==> src/rtl/core/smk_pkg.sv <==
`timescale 1ns / 1ps

package smk_pkg;

   localparam int WINDOW     = 256;
   localparam int AW         = $clog2(WINDOW);
   localparam int CNT_W      = $clog2(WINDOW + 1);
   localparam int S_MAX      = WINDOW * (WINDOW - 1) / 2;
   localparam int S_W        = $clog2(S_MAX + 1) + 1;
   localparam int MAG_W      = S_W - 1;
   localparam int FRAC_SHIFT = 17;
   localparam int NUM_W      = MAG_W + FRAC_SHIFT;
   localparam int DEN_W      = 2 * CNT_W;

   localparam int SAMPLE_W   = 32;
   localparam int STAT_W     = 16;
   localparam int COUNT_W    = 9;
   localparam int TREND_W    = 17;
   localparam int CFG_W      = 9;
   localparam int TREND_ONE  = 65536;
   localparam int STAT_MAX   = 2 ** (STAT_W - 1) - 1;
   localparam int STAT_MIN   = -(2 ** (STAT_W - 1));
   localparam int COUNT_MAX  = 2 ** COUNT_W - 1;

   localparam logic [CFG_W-1:0] WLEN_RESET = CFG_W'(256);

   localparam logic CMD_ADD   = 1'b0;
   localparam logic CMD_CLEAR = 1'b1;

   typedef enum logic [2:0] {
      ST_IDLE,
      ST_DROP,
      ST_ADD,
      ST_DIV_START,
      ST_DIV_WAIT,
      ST_OUT
   } smk_state_type;

   typedef struct packed {
      logic             start;
      logic [NUM_W-1:0] num;
      logic [DEN_W-1:0] den;
   } smk_div_req_type;

   typedef struct packed {
      logic busy;
      logic done;
   } smk_div_sts_type;

endpackage

==> src/rtl/core/smk_divider.sv <==
`timescale 1ns / 1ps

module smk_divider (
   input  logic                         clock,
   input  logic                         reset,
   input  smk_pkg::smk_div_req_type     div_req,
   output smk_pkg::smk_div_sts_type     div_sts,
   output logic [smk_pkg::NUM_W-1:0]    quotient
);
   import smk_pkg::*;

   localparam int IT_W = $clog2(NUM_W + 1);

   logic [NUM_W-1:0] work_ff, work_in;
   logic [DEN_W-1:0] rem_ff, rem_in;
   logic [DEN_W-1:0] den_ff, den_in;
   logic [IT_W-1:0]  iter_ff, iter_in;
   logic             busy_ff, busy_in;
   logic             done_ff, done_in;
   logic [DEN_W:0]   rem_sh;
   logic             fits;

   always_comb begin
      rem_sh  = {rem_ff, work_ff[NUM_W-1]};
      fits    = rem_sh >= {1'b0, den_ff};
      work_in = work_ff;
      rem_in  = rem_ff;
      den_in  = den_ff;
      iter_in = iter_ff;
      busy_in = busy_ff;
      done_in = 1'b0;
      if (div_req.start) begin
         work_in = div_req.num;
         rem_in  = '0;
         den_in  = div_req.den;
         iter_in = IT_W'(NUM_W);
         busy_in = 1'b1;
      end else if (busy_ff) begin
         rem_in  = fits ? DEN_W'(rem_sh - {1'b0, den_ff}) : DEN_W'(rem_sh);
         work_in = {work_ff[NUM_W-2:0], fits};
         iter_in = iter_ff - 1'b1;
         if (iter_ff == IT_W'(1)) begin
            busy_in = 1'b0;
            done_in = 1'b1;
         end
      end
   end

   always_ff @(posedge clock) begin
      if (reset) begin
         busy_ff <= 1'b0;
         done_ff <= 1'b0;
         iter_ff <= '0;
      end else begin
         busy_ff <= busy_in;
         done_ff <= done_in;
         iter_ff <= iter_in;
      end
   end

   always_ff @(posedge clock) begin
      work_ff <= work_in;
      rem_ff  <= rem_in;
      den_ff  <= den_in;
   end

   assign div_sts.busy = busy_ff;
   assign div_sts.done = done_ff;
   assign quotient     = work_ff;

endmodule

==> config.mk <==
export PLATFORM = sky130hd
export DESIGN_NAME = smk_divider
export DESIGN_NICKNAME = d
export VERILOG_FILES = /design/src/rtl/core/smk_pkg.sv /design/src/rtl/core/smk_divider.sv
export SDC_FILE = /design/constraint.sdc
export NUM_CORES = 1
export LEC_CHECK = 0
export BUFFER_PORTS_ARGS = -buffer_cell sky130_fd_sc_hd__buf_2
export CORE_MARGIN = 4
export CORE_UTILIZATION = 55
export DETAILED_ROUTE_END_ITERATION = 10
export GPL_TIMING_DRIVEN = 0
export PLACE_DENSITY = 0.8
export SLEW_MARGIN = 10
export SYNTH_ARGS = -nofsm -noshare
export SYNTH_HDL_FRONTEND = slang
export SYNTH_SLANG_ARGS = --single-unit
==> constraint.sdc <==
create_clock -name clock -period 3.1 [get_ports clock]
set_input_delay 0.31 -clock clock [delete_from_list [all_inputs] [get_ports clock]]
set_output_delay 0.31 -clock clock [all_outputs]
set_load 0.02 [all_outputs]
==> impl_metrics.tcl, run 1 <==
set metrics [dict create \
    synth-edff-count 50 \
    wl_um 10160 \
    io-pin-count 87 \
    p_leak_uw 0.002077 \
    layout_min_cycle_time_ns 2.852 \
    final_hold_viol_count 0 \
    drc 0 \
    hp-start "div_req[3]" \
    yosysTopAreaCell "edfxtp_1" \
    dpl.hpwl_um 7311 \
    synth-seq-area-share_pct 48.31 \
    antenna_found_initial 0 \
    dr_wl_met2_um 5087 \
    clockRootBuffer "clkbuf_8" \
    drive_above_1_share_pct 33.20 \
    synth_top_area_share_pct 35.87 \
    setup_tns_ns 0 \
    synth.distinct_cells 56 \
    die_h_um 95.23 \
    max-cap-violations 0 \
    cp.arrival_ns 3.11 \
    r2r.worst_path.cells 10 \
    holdPathEnd "den_ff[3]$_DFFE_PP_" \
    initial_core_util_pct 57.09 \
    r2r_setup_slack_ns 0.25 \
    seq_area_um2 2022 \
    dieArea_um2 9069 \
    cts_tree "yes" \
    antenna_left 0 \
    reg2reg_from "quotient[31]$_DFFE_PP_" \
    rows 31 \
    final-setup-viol-count 0 \
    synth_area_leaders "edfxtp_1, dfxtp_1, mux2_2, ha_1, nor2_1" \
    vdd_drop_max_uv 392.5 \
    end_kind "flop" \
    multi_input_area_um2 1938 \
    wl_per_cell_um 17.40 \
    slowest_stage "fa_1" \
    post_cts_buffers 0 \
    dr_wl_met3_um 771 \
    cts_buffers 9 \
    syn_to_final_growth_pct 17.76 \
    top_layer "met4" \
    fin_worst_skew_ns 0.01327 \
    post_drt_via_cell_ratio 5.836 \
    whs_path_depth 1 \
    syn_inst 383 \
    reg2reg_to "rem_ff[14]$_SDFFE_PP0P_" \
    rsz0062_at_grt "false" \
    track_usage_pct 23.34 \
    timing.fmax_mhz 350.7 \
    syn_nets 457 \
    fillers 565 \
    grt_pass1_wl_um 16280 \
    async_reset_ff_share_pct 0 \
    p_per_area_nw_per_um2 515.2 \
    grt_pass1_vias 3429 \
    core_um2 7331 \
    nets 554 \
    min_path_type "in2reg" \
    fin_crit_sh_pct 91.99 \
    place_congestion 0.9130 \
    dieWidth_um 95.23 \
    status "complete, no violations" \
    cts.htree.levels 3 \
    syn_area_per_cell_um2 10.93 \
    netlist_area_um2 4185 \
    crit_path_max_fanout 5 \
    synth-seq-cells 76 \
    wl_met1_um 4197 \
    worst-setup-path-type "reg2reg" \
    worstPathRequired_ns 3.36 \
    maxSlewHeadroom_pct 25.01 \
    io_buffer_count 86 \
    clk_latency_ns 0.37 \
    clockBufferDepth 2 \
    cts_hold_buf 0 \
    ys_warn_count 0 \
    diodes 0 \
    cp-start-kind "flop" \
    clk_pin_slew_worst_paths_ns 0.10 \
    slowest_delay_ns 0.43 \
    critical_path.cell_chain "inv_1 -> ha_1 -> inv_1 -> fa_1 -> a211oi_1 -> o21ai_0 -> a221o_1 -> a41oi_1 -> o211ai_1 -> a311oi_1" \
    cts.sinks 76 \
    grt-ovfl-total 0 \
    dr_total_vias 3408 \
    path_common_cell "inv_1" \
    cts_resized 0 \
    worst_slew_pin_slew_ns 1.118 \
    finalMaxSlewViolations 0 \
    drt_iter0_markers 206 \
    power.total_uw 2539 \
    grt_max_degree 33 \
    first_pass_iters 5 \
    ys.flop_type "edfxtp_1" \
]
power by group:
part | switching (µW) | internal [µW] | leakage [µW] | total [µW]
clock | 428 | 311 | 0.0000947 | 739
combinational | 332 | 239 | 0.00127 | 571
sequential | 49.8 | 1180 | 0.000711 | 1230
total | 810 | 1730 | 0.00208 | 2540
cell type report:
class | instances | share of cell area [%]
Clock inverter | 7 | 1.320
Sequential cell | 76 | 41.03
Inverter | 24 | 1.828
Buffer | 20 | 2.742
Multi-Input combinational cell | 263 | 39.32
Clock buffer | 9 | 2.513
Tap cell | 99 | 2.513
Timing Repair Buffer | 86 | 8.733
routing by layer:
metal  vias up  global-route usage (%)
met5         -                       0
met1      1607                   29.42
met3        12                   6.472
met4         0                   6.370
li1       1627                       -
met2       162                   39.36
critical path, delay by kind of cell (launching register included):
kind                       cells  cell delay (ns)
adders and majority gates      2             0.59
buffers and inverters          2             0.13
AOI/OAI and AO/OA              6             1.61
DFF                            1             0.42
placed cells by master (no fill, tap or decap), types with 12 or more instances in the layout:
cell / netlist / layout
o21ai_0: 15 / 15
mux2_2: 32 / 32
nand3_1: 14 / 14
buf_2: 3 / 89
nor2_1: 29 / 29
dfxtp_1: 26 / 26
a21oi_1: 19 / 19
nand2_1: 24 / 24
inv_1: 24 / 23
ha_1: 20 / 20
xnor2_1: 12 / 12
edfxtp_1: 50 / 50
synthesized netlist by cell type, drive strengths merged, types with 4 or more instances:
library cell  instances
a21oi                20
xnor2                12
o21ai                21
mux2                 32
dfxtp                26
and2                  5
xor2                  4
ha                   20
a41oi                 5
nor2                 29
nand3                14
inv                  24
a21o                  9
nand4                 6
nor3                  5
or3                   4
nand2                25
a311oi                9
o211ai                9
clkbuf                6
buf                  14
edfxtp               50
registers in the layout (all words and copies together), names as in the netlist:
signal	cells
quotient	32
den_ff	18
rem_ff	18
iter_ff	6
busy_ff	1
done_ff	1
cell families (layout without fill, tap and decap cells):
group                    after synthesis  in the layout  synth area share [%]
AO/OA/AOI/OAI                         95             95                 16.35
adder cells (fa/ha/maj)               21             21                 6.457
XOR/XNOR                              16             16                 3.348
multiplexers                          33             33                 8.849
AND/OR/NAND/NOR                       98             98                 11.30
buffers and inverters                 44            146                 5.381
flip-flops                            76             76                 48.31
per-stage QoR:
stage	setup slack [ns]	hold slack, ns	utilization (%)	cells	area, µm²
4_1_cts	0.2766	0.1018	67.23	584	4928
2_1_floorplan	0.5576	0.3824	-	383	4185
5_1_grt	0.02143	0.09441	67.23	584	4928
3_3_place_gp	0.3642	0.4838	64.65	568	4740
6_report	0.2482	0.1085	67.23	584	4928
3_5_place_dp	0.3033	0.4888	64.65	568	4740
how the worst max path moves through the flow:
stage               cells after the start                 endpoint              startpoint
floorplan                              10  rem_ff[14]$_SDFFE_PP0P_  quotient[31]$_DFFE_PP_
global placement                       10  rem_ff[14]$_SDFFE_PP0P_  quotient[31]$_DFFE_PP_
detailed placement                     10  rem_ff[14]$_SDFFE_PP0P_  quotient[31]$_DFFE_PP_
CTS                                    10  rem_ff[14]$_SDFFE_PP0P_  quotient[31]$_DFFE_PP_
global route                           10  rem_ff[14]$_SDFFE_PP0P_  quotient[31]$_DFFE_PP_
finish                                 10  rem_ff[14]$_SDFFE_PP0P_  quotient[31]$_DFFE_PP_
Note: power is estimated with default switching activity, not from simulation.
==> inputs of run 2 (changes only) <==
- CELL_PAD_IN_SITES_DETAIL_PLACEMENT: default -> 1
- CELL_PAD_IN_SITES_GLOBAL_PLACEMENT: default -> 2
- CORE_UTILIZATION: 55 -> 35
- PLACE_DENSITY: 0.8 -> default
- PLACE_DENSITY_LB_ADDON: default -> 0.1
- RECOVER_POWER: default -> 100
==> run 2 against run 1 <==
  * Via count shrank 2.3%
  * Flip-flop and latch count is the same
  * Setup slack lost 0.053 ns
  * Sequential power is essentially flat
  * Worst hold slack gained 0.037 ns
  * Clock-buffer cell count grew 2
  * Non-clock buffer count is the same
  * Critical path depth is the same
==> impl_metrics.tcl, run 2 (same netlist as run 1, synthesis figures left out) <==
set metrics [dict create \
    status "complete, no violations" \
    largest_reg_flops 32 \
    slowest_delay_ns 0.44 \
    core_um2 11560 \
    r2r.worst_path.cells 10 \
    finalMaxSlewViolations 0 \
    die_h_um 117.4 \
    cts.sinks 76 \
    drt_iter0_markers 137 \
    drive_above_1_share_pct 25.36 \
    path_common_cell "inv_1" \
    syn_to_final_growth_pct 19.73 \
    place_congestion 0.7253 \
    cts.htree.levels 3 \
    grt-ovfl-total 0 \
    worstPathRequired_ns 3.34 \
    io_buffer_count 86 \
    final_cell_mix "buf_2, edfxtp_1, clkbuf_1" \
    dpl.hpwl_um 8502 \
    end_kind "flop" \
    p_leak_uw 0.002015 \
    nets 554 \
    dieWidth_um 117.4 \
    grt_pass1_wl_um 18700 \
    initial_core_util_pct 36.19 \
    final-setup-viol-count 0 \
    hp-start "div_req[1]" \
    clk_latency_ns 0.34 \
    cp.arrival_ns 3.15 \
    cts_resized 0 \
    track_usage_pct 16.90 \
    post_cts_buffers 0 \
    rsz0062_at_grt "false" \
    antenna_found_initial 0 \
    crit_cells 10 \
    worst_slew_pin_slew_ns 1.137 \
    critical-path-top-delay-family "compound AO/OA/AOI/OAI gates" \
    fin_worst_skew_ns 0.009136 \
    diodes 0 \
    crit_path_max_fanout 5 \
    dp_cells 612 \
    cts_tree "yes" \
    worst-setup-path-type "reg2reg" \
    cts_buffers 9 \
    wl_um 11500 \
    fin_crit_sh_pct 93.69 \
    setup_tns_ns 0 \
    grt_pass1_vias 3587 \
    dieArea_um2 13770 \
    reg2reg_from "quotient[31]$_DFFE_PP_" \
    crit_buf_inv 2 \
    dr_total_vias 3328 \
    dpl_worst_slack_ns 0.2096 \
    cp-start-kind "flop" \
    min_path_type "in2reg" \
    whs_path_depth 1 \
    first_pass_iters 4 \
    antenna_left 0 \
    critical_path.cell_chain "inv_1 -> ha_1 -> inv_1 -> fa_1 -> a211oi_1 -> o21ai_0 -> a221o_1 -> a41oi_1 -> o211ai_1 -> a311oi_1" \
    max-cap-violations 0 \
    rows 39 \
    cts_hold_buf 0 \
    drc 0 \
    clockRootBuffer "clkbuf_16" \
    final_common_cell "buf_2" \
    post_drt_via_cell_ratio 5.299 \
    setup_ws_ns 0.1955 \
    io-pin-count 87 \
    final_hold_viol_count 0 \
    layout_min_cycle_time_ns 2.905 \
    maxSlewHeadroom_pct 23.73 \
    clockBufferDepth 2 \
    wl_per_cell_um 18.32 \
    instances_no_fill 628 \
    crit_start "quotient[31]$_DFFE_PP_" \
    clk_pin_slew_worst_paths_ns 0.06 \
    grt_max_degree 33 \
    timing.fmax_mhz 344.3 \
    vdd_drop_max_uv 242.7 \
    p_per_area_nw_per_um2 547.6 \
    slowest_stage "a221o_1" \
]
==> run 2: report_power, final <==
part / switching, µW / leakage, µW / total [µW] / internal [µW]
sequential: 50.5 / 0.000711 / 1230 / 1180
clock: 416 / 0.000125 / 953 / 537
combinational: 333 / 0.00118 / 560 / 227
total: 799 / 0.00202 / 2740 / 1950
==> run 2: worst paths after layout <==
| kind | end | slack [ns] |
|---|---|---|
| worst min-delay path | den_ff[1]$_DFFE_PP_ | 0.15 |
| worst max-delay path | rem_ff[14]$_SDFFE_PP0P_ | 0.20 |
| worst min register to register | iter_ff[1]$_SDFFE_PP0P_ | 0.50 |
| worst max register to register | rem_ff[14]$_SDFFE_PP0P_ | 0.20 |
==> run 2: area by class of cell <==
cell class                      instances  area, µm²
Fill cell                            1330       6554
Inverter                               24      90.09
Tap cell                              143      178.9
Clock inverter                          5      28.78
Buffer                                 20      135.1
Timing Repair Buffer                   86      389.1
Sequential cell                        76       2022
Clock buffer                           11      232.7
Multi-Input combinational cell        263       1934
==> run 2: worst register-to-register path: stages, from the launching register on <==
cell	delay [ns]
edfxtp_1	0.41
inv_1	0.08
ha_1	0.15
inv_1	0.05
fa_1	0.43
a211oi_1	0.30
o21ai_0	0.32
a221o_1	0.45
a41oi_1	0.24
o211ai_1	0.11
a311oi_1	0.27
==> run 2: through the flow <==
step / power [µW] / util [%] / hold WS, ns / area, µm²
final: 2744 / 43.33 / 0.1452 / 5011
after global placement: 1818 / 41.46 / 0.4863 / 4795
after floorplan: 1638 / - / 0.3824 / 4185
after detailed placement: 1832 / 41.46 / 0.4884 / 4795
after global routing: 2906 / 43.33 / 0.1334 / 5011
after CTS: 2805 / 43.72 / 0.1317 / 5056
==> run 2: routing by layer <==
| metal | vias up | part of all wire (%) | wire length (µm) | GRT usage [%] |
|---|---|---|---|---|
| met2 | 95 | 47 | 5418 | 27.38 |
| li1 | 1635 | - | - | - |
| met5 | - | 0 | 0 | 0 |
| met3 | 17 | 5.8 | 666 | 3.946 |
| met4 | 0 | 1.9 | 218 | 6.525 |
| met1 | 1581 | 45 | 5199 | 21.95 |
